==> config.mk <==
export PLATFORM = sky130hd
export DESIGN_NAME = motor_feedback_turn_tracker_top
export DESIGN_NICKNAME = d
export VERILOG_FILES = /design/src/rtl/core/mftt_pkg.sv /design/src/rtl/core/motor_feedback_turn_tracker_top.sv /design/src/rtl/core/mftt_ctrl.sv /design/src/rtl/core/mftt_datapath.sv
export SDC_FILE = /design/constraint.sdc
export NUM_CORES = 2
export LEC_CHECK = 0
export BUFFER_PORTS_ARGS = -buffer_cell sky130_fd_sc_hd__buf_2
export CORE_AREA = 2 2 305 307
export DETAILED_ROUTE_END_ITERATION = 16
export DIE_AREA = 0 0 307 309
export PLACE_DENSITY = 0.83
export SYNTH_ARGS = -nofsm -noshare
export SYNTH_HDL_FRONTEND = slang
export SYNTH_SLANG_ARGS = --single-unit
export TNS_END_PERCENT = 30
==> constraint.sdc <==
create_clock -name i_clk -period 19.49 [get_ports i_clk]
set_clock_uncertainty 0.1 [all_clocks]
set_input_delay 2.9235 -clock i_clk [delete_from_list [all_inputs] [get_ports i_clk]]
set_output_delay 2.9235 -clock i_clk [all_outputs]
set_load 0.03 [all_outputs]
==> src/rtl/core/mftt_pkg.sv <==
`default_nettype none
package mftt_pkg;

    localparam int ID_W      = 11;
    localparam int BYTE_W    = 8;
    localparam int WORD_W    = 16;
    localparam int TURN_W    = 17;
    localparam int TOTAL_W   = 31;
    localparam int MIDX_W    = 3;
    localparam int TURN_SH   = 13;
    localparam int S_DATA_W  = 72;
    localparam int M_DATA_W  = 112;

    localparam logic [ID_W-1:0]          BASE_ID_RST = 11'h201;
    localparam logic signed [TURN_W-1:0] HALF_TURN   = 17'sd4095;
    localparam logic signed [TURN_W-1:0] TURNS_MAX   = 17'sd65535;
    localparam logic signed [TURN_W-1:0] TURNS_MIN   = -17'sd65536;

    typedef enum logic [0:0] {
        S_IDLE,
        S_CALC
    } t_state;

    typedef struct packed {
        logic capture;
        logic commit;
    } t_mftt_cmd;

    typedef struct packed {
        logic match;
    } t_mftt_status;

endpackage
`default_nettype wire

==> src/rtl/core/motor_feedback_turn_tracker_top.sv <==
// Motor feedback turn tracker.
// Input stream (s_axis): one received feedback frame per word, identifier and
// seven payload bytes. Frames outside the MOTOR_COUNT identifiers starting at
// the base register (reset value 0x201) are dropped with no output word. The
// user must write it via i_cfg_we/i_cfg_wdata while idle; the block won't check.
// Output stream (m_axis): one word per matching frame with motor index, raw
// angle, speed, phase current, temperature, saturating turn count and unwrapped
// angle; tuser flags a first frame that only captured the offset.
// Each frame is handled in order: the idle state registers it and decodes the
// motor index, then the calc state does the read-modify-write of that motor's
// state. The block works on one frame at a time and takes no new frame before
// the last is finished; the result word is registered into the output register.
// The output register holds a finished word while m_axis_tready is low; the
// next frame is still taken and waits in the calc state until the output
// register frees. Reset clears all per-motor state and the offset flags.
`default_nettype none
module motor_feedback_turn_tracker_top
    import mftt_pkg::*;
#(
    parameter int MOTOR_COUNT = 8
) (
    input  wire                 i_clk,
    input  wire                 i_rst_n,
    input  wire                 i_cfg_we,
    input  wire  [ID_W-1:0]     i_cfg_wdata,
    input  wire                 s_axis_tvalid,
    output logic                s_axis_tready,
    // frame_id, data_byte0 .. data_byte6, zero pad
    input  wire  [S_DATA_W-1:0] s_axis_tdata,
    output logic                m_axis_tvalid,
    input  wire                 m_axis_tready,
    // motor_index, rotor_angle, rotor_speed, phase_current, temperature,
    // turn_count, unwrapped_angle, zero pad
    output logic [M_DATA_W-1:0] m_axis_tdata,
    // first_frame
    output logic                m_axis_tuser
);

    t_mftt_cmd    cmd;
    t_mftt_status status;

    mftt_ctrl u_ctrl (
        .i_clk       (i_clk),
        .i_rst_n     (i_rst_n),
        .i_in_valid  (s_axis_tvalid),
        .o_in_ready  (s_axis_tready),
        .i_out_ready (m_axis_tready),
        .o_out_valid (m_axis_tvalid),
        .i_status    (status),
        .o_cmd       (cmd)
    );

    mftt_datapath #(
        .MOTOR_COUNT (MOTOR_COUNT)
    ) u_datapath (
        .i_clk       (i_clk),
        .i_rst_n     (i_rst_n),
        .i_cfg_we    (i_cfg_we),
        .i_cfg_wdata (i_cfg_wdata),
        .i_in_data   (s_axis_tdata),
        .i_cmd       (cmd),
        .o_status    (status),
        .o_out_data  (m_axis_tdata),
        .o_out_first (m_axis_tuser)
    );

endmodule
`default_nettype wire

==> src/rtl/core/mftt_ctrl.sv <==
`default_nettype none
module mftt_ctrl
    import mftt_pkg::*;
(
    input  wire          i_clk,
    input  wire          i_rst_n,
    input  wire          i_in_valid,
    output logic         o_in_ready,
    input  wire          i_out_ready,
    output logic         o_out_valid,
    input  t_mftt_status i_status,
    output t_mftt_cmd    o_cmd
);

    t_state r_state, n_state;
    logic   r_out_valid, n_out_valid;
    logic   out_free;

    always_ff @(posedge i_clk) begin
        if (!i_rst_n) begin
            r_state     <= S_IDLE;
            r_out_valid <= 1'b0;
        end else begin
            r_state     <= n_state;
            r_out_valid <= n_out_valid;
        end
    end

    assign out_free = !r_out_valid || i_out_ready;

    always_comb begin
        n_state     = r_state;
        o_cmd       = '0;
        o_in_ready  = 1'b0;
        n_out_valid = r_out_valid && !i_out_ready;
        unique case (r_state)
            S_IDLE: begin
                o_in_ready = 1'b1;
                if (i_in_valid) begin
                    o_cmd.capture = 1'b1;
                    n_state       = S_CALC;
                end
            end
            S_CALC: begin
                if (!i_status.match) begin
                    n_state = S_IDLE;
                end else if (out_free) begin
                    o_cmd.commit = 1'b1;
                    n_out_valid  = 1'b1;
                    n_state      = S_IDLE;
                end
            end
            default: n_state = S_IDLE;
        endcase
    end

    assign o_out_valid = r_out_valid;

endmodule
`default_nettype wire

==> src/rtl/core/mftt_datapath.sv <==
`default_nettype none
module mftt_datapath
    import mftt_pkg::*;
#(
    parameter int MOTOR_COUNT = 8
) (
    input  wire                 i_clk,
    input  wire                 i_rst_n,
    input  wire                 i_cfg_we,
    input  wire  [ID_W-1:0]     i_cfg_wdata,
    input  wire  [S_DATA_W-1:0] i_in_data,
    input  t_mftt_cmd           i_cmd,
    output t_mftt_status        o_status,
    output logic [M_DATA_W-1:0] o_out_data,
    output logic                o_out_first
);

    localparam int IDX_W = (MOTOR_COUNT > 1) ? $clog2(MOTOR_COUNT) : 1;

    logic [ID_W-1:0]   r_base;
    logic              r_match;
    logic [IDX_W-1:0]  r_idx;
    logic [WORD_W-1:0] r_raw, r_speed_in, r_cur_in;
    logic [BYTE_W-1:0] r_temp_in;

    logic                      r_seen   [MOTOR_COUNT];
    logic [WORD_W-1:0]         r_offset [MOTOR_COUNT];
    logic [WORD_W-1:0]         r_angle  [MOTOR_COUNT];
    logic [WORD_W-1:0]         r_speed  [MOTOR_COUNT];
    logic [WORD_W-1:0]         r_cur    [MOTOR_COUNT];
    logic [BYTE_W-1:0]         r_temp   [MOTOR_COUNT];
    logic signed [TURN_W-1:0]  r_turns  [MOTOR_COUNT];
    logic signed [TOTAL_W-1:0] r_total  [MOTOR_COUNT];

    logic [ID_W:0]             id_diff;
    logic [ID_W-1:0]           in_id;
    logic                      first;
    logic [WORD_W-1:0]         ang_old, off_cur;
    logic signed [TURN_W-1:0]  delta, turns_old;
    logic [WORD_W-1:0]         n_speed, n_cur;
    logic [BYTE_W-1:0]         n_temp;
    logic signed [TURN_W-1:0]  n_turns;
    logic signed [TOTAL_W-1:0] n_total;

    assign in_id   = i_in_data[10:0];
    assign id_diff = {1'b0, in_id} - {1'b0, r_base};

    always_ff @(posedge i_clk) begin
        if (!i_rst_n) begin
            r_base <= BASE_ID_RST;
        end else if (i_cfg_we) begin
            r_base <= i_cfg_wdata;
        end
    end

    always_ff @(posedge i_clk) begin
        if (!i_rst_n) begin
            r_match <= 1'b0;
        end else if (i_cmd.capture) begin
            r_match <= !id_diff[ID_W] && (id_diff[ID_W-1:0] < ID_W'(MOTOR_COUNT));
        end
    end

    always_ff @(posedge i_clk) begin
        if (i_cmd.capture) begin
            r_idx      <= id_diff[IDX_W-1:0];
            r_raw      <= {i_in_data[18:11], i_in_data[26:19]};
            r_speed_in <= {i_in_data[34:27], i_in_data[42:35]};
            r_cur_in   <= {i_in_data[50:43], i_in_data[58:51]};
            r_temp_in  <= i_in_data[66:59];
        end
    end

    assign o_status.match = r_match;

    assign first     = !r_seen[r_idx];
    assign ang_old   = r_angle[r_idx];
    assign turns_old = r_turns[r_idx];
    assign off_cur   = first ? r_raw : r_offset[r_idx];
    assign delta     = $signed({1'b0, r_raw}) - $signed({1'b0, ang_old});

    always_comb begin
        n_speed = first ? r_speed[r_idx] : r_speed_in;
        n_cur   = first ? r_cur[r_idx] : r_cur_in;
        n_temp  = first ? r_temp[r_idx] : r_temp_in;
        n_turns = turns_old;
        if (!first) begin
            if (delta > HALF_TURN) begin
                if (turns_old != TURNS_MIN) begin
                    n_turns = turns_old - 17'sd1;
                end
            end else if (delta < -HALF_TURN) begin
                if (turns_old != TURNS_MAX) begin
                    n_turns = turns_old + 17'sd1;
                end
            end
        end
        if (first) begin
            n_total = r_total[r_idx];
        end else begin
            n_total = $signed({n_turns[TURN_W-1], n_turns, {TURN_SH{1'b0}}})
                    + $signed({15'd0, r_raw}) - $signed({15'd0, off_cur});
        end
    end

    always_ff @(posedge i_clk) begin
        if (!i_rst_n) begin
            for (int i = 0; i < MOTOR_COUNT; i++) begin
                r_seen[i]   <= 1'b0;
                r_offset[i] <= '0;
                r_angle[i]  <= '0;
                r_speed[i]  <= '0;
                r_cur[i]    <= '0;
                r_temp[i]   <= '0;
                r_turns[i]  <= '0;
                r_total[i]  <= '0;
            end
        end else if (i_cmd.commit) begin
            r_seen[r_idx]   <= 1'b1;
            r_offset[r_idx] <= off_cur;
            r_angle[r_idx]  <= r_raw;
            r_speed[r_idx]  <= n_speed;
            r_cur[r_idx]    <= n_cur;
            r_temp[r_idx]   <= n_temp;
            r_turns[r_idx]  <= n_turns;
            r_total[r_idx]  <= n_total;
        end
    end

    always_ff @(posedge i_clk) begin
        if (i_cmd.commit) begin
            o_out_first <= first;
            o_out_data  <= {5'd0, n_total, n_turns, n_temp, n_cur, n_speed, r_raw,
                            MIDX_W'(r_idx)};
        end
    end

endmodule
`default_nettype wire
==> flow_summary.yaml <==
cts:
  htreeDepth: 3
  clk_pin_slew_ns: 0.06
  clock_path_buffers: 3
  clk_latency_ns: 0.72
  post_cts_buffers: 0
  cts_buffers: 108
  clockRootBuffer: "clkbuf_16"
  cts_tree: "done"
  cts.sinks: 1152
  ctsHoldBuffers: 0
  cts_resized: 0
run_status:
  outcome: "completed"
synth:
  yosys.area.top_type: "edfxtp_1"
  synth_cell_types: 100
  ys_top_cells_by_area: "edfxtp_1, mux4_2, nor2_1"
  syn_area_mm2: 0.05171
  postSynth.asyncResetShare_pct: 0
  synthCells: 3581
  yosys.area.top_type_share_pct: 65.45
  yosysWarningCount: 0
  synth_edf_count: 1127
  ys_seq_area_share_pct: 66.42
  syn_avg_cell_area_um2: 14.44
  synth-main-ff-cell: "edfxtp_1"
  synth_seq_cells: 1152
critical_path:
  arrival_ns: 10.28
  cp_slowest_cell: "xnor2_1"
  path_buf_inv: 4
  path_depth: 28
  max_stage_delay_ns: 0.97
  crit_top_cell: "a21oi_1"
  startpoint_type: "flop"
  critPathKind: "reg -> reg"
  endpoint_kind: "flop"
  cp_top_family: "compound AO/OA/AOI/OAI gates"
  reg2regPathDepth: 28
  cp.required_ns: 19.76
  crit_fanout: 84
finish:
  fill_cells: 6172
  final_common_cell: "edfxtp_1"
  layout_common_cells: "edfxtp_1, nor2_1, mux4_2"
  final_util_pct: 62.86
  fin_nets: 3889
  area_growth_pct: 11.10
  drive_above_1_share_pct: 20.18
drt:
  dr.pass1.iters: 6
  vias_per_cell: 6.365
  drt.antenna.violating_nets: 0
  top_layer: "met5"
  drt_iter0_drc: 4089
  drt-met1-wl_um: 45600
  finalWirelength_um: 130000
  routed-wl-met2_um: 64390
  wl_per_cell_um: 26.00
  wl_met3_um: 14330
  vias: 31837
  drc: 0
pwr:
  peakVddDrop_v: 0.00008035
  power.density_mw_per_mm2: 105.2
  fin_total_pwr_mw: 6.043
  p_leak_nw: 21.86
sta:
  tightest_slew_ns: 1.241
  drv_slew: 0
  min_period_ns: 10.01
  max_freq_mhz: 99.88
  relSlewSlack_pct: 16.65
  tns_ns: 0
  setup_viol: 0
  hold_viol: 0
  holdWs_ns: 0.3406
  rsz0062_at_grt: "false"
  fin_crit_sh_pct: 51.37
die:
  row_count: 111
  ios: 203
  die_h_um: 309
  core_mm2: 0.09139
  dieArea_mm2: 0.09486
  die_w_um: 307
  start_util_pct: 56.58
global_routing:
  gr-total-overflow: 0
  track_usage_pct: 27.57
  grt_pass1_wl_um: 196600
  grt_pass1_vias: 33012
  antenna_found_initial: 1
  grt_max_degree: 85
worst_hold_path:
  hold_class: "reg -> reg"
  holdPathStages: 2
place:
  dpl.hpwl_um: 70560
  numPortBuffers: 192
  routabilityCongestion: 0.8942
job:
  maxCapViolCount: 0
-- metal layers --
| metal | vias up | global-route usage [%] |
|---|---|---|
| met5 | - | 0 |
| met4 | 2 | 12.31 |
| met3 | 365 | 4.837 |
| met2 | 2194 | 46.37 |
| met1 | 15801 | 35.47 |
| li1 | 13475 | - |
-- layout make-up --
| cell class | instances | area (µm²) | share of cell area (%) |
|---|---|---|---|
| Multi-Input combinational cell | 2076 | 16040 | 27.93 |
| Inverter | 133 | 499.2 | 0.8690 |
| Timing Repair Buffer | 251 | 1416 | 2.465 |
| Tap cell | 1186 | 1484 | 2.583 |
| Clock inverter | 74 | 855.8 | 1.490 |
| Sequential cell | 1152 | 34350 | 59.80 |
| Clock buffer | 129 | 2791 | 4.859 |
| Antenna cell | 1 | 2.502 | 0.004356 |
-- through the flow --
| stage | area (µm²) | std cells | setup WS, ns |
|---|---|---|---|
| 3_3_place_gp | 53800 | 4798 | 10.04 |
| 3_5_place_dp | 53800 | 4798 | 9.946 |
| 6_report | 57450 | 5002 | 9.478 |
| 4_1_cts | 57450 | 5001 | 9.770 |
| 5_1_grt | 57450 | 5001 | 9.135 |
| 2_1_floorplan | 51720 | 3585 | 7.156 |
-- worst paths after layout --
path	from	endpoint	slack [ns]
min	u_datapath.r_seen[2]	u_datapath.r_seen[2]	0.34
min reg2reg	u_datapath.r_seen[2]	u_datapath.r_seen[2]	0.34
max	flop	u_datapath.o_out_data[98]	9.48
max reg2reg	flop	u_datapath.o_out_data[98]	9.48
-- registers in the layout (all words and copies together), names as in the netlist, named ones only --
name                    cells
u_datapath.r_raw           16
u_datapath.r_turns        136
u_datapath.r_offset       128
u_datapath.o_status         1
u_datapath.r_speed        128
u_ctrl.r_state              1
u_datapath.r_total        248
u_datapath.r_idx            3
u_datapath.r_angle        128
u_datapath.o_out_first      1
u_datapath.r_cur          128
u_datapath.r_speed_in      16
u_datapath.o_out_data     107
u_datapath.r_temp_in        8
u_datapath.r_temp          64
u_datapath.r_seen           8
u_ctrl.o_out_valid          1
u_datapath.r_cur_in        16
u_datapath.r_base          11
-- Yosys cell counts (all sizes together) (11+ instances only) --
cell    instances
dfxtp          25
buf            70
o21ai          45
xnor2          32
nand4          19
a21o           25
nor2b          17
and3           64
nand2          87
edfxtp       1127
mux2i         133
xor2           19
nand3          20
a21oi         113
inv           130
and2           61
nand2b         11
clkbuf        154
mux4          241
nor3           21
nor2          949
ha             73
-- cell families (layout without fill, tap and decap cells) --
group,count (synthesis),in the layout,share of synthesized area [%]
flip-flops,1152,1152,66.42
buffers and inverters,357,587,2.872
adder cells (fa/ha/maj),79,79,1.999
multiplexers,382,382,13.42
other,1,6,0.007252
AND/OR/NAND/NOR,1277,1277,10.60
AO/OA/AOI/OAI,282,282,3.685
XOR/XNOR,51,51,1.002
-- power by group --
group | total (mW) | switching [mW] | internal [mW]
combinational | 1.01 | 0.644 | 0.364
clock | 2.18 | 0.940 | 1.24
sequential | 2.85 | 0.0503 | 2.80
-- worst register-to-register path: cells and delay by family (launching register included) --
kind | cells | cell delay [ns]
compound gates | 13 | 3.83
fa+ha+maj | 4 | 1.32
buf+inv | 4 | 1.20
xor+xnor | 2 | 1.13
flops | 1 | 0.92
mux | 2 | 0.81
simple gates | 3 | 0.38
Power figures use the tool's default switching activity.
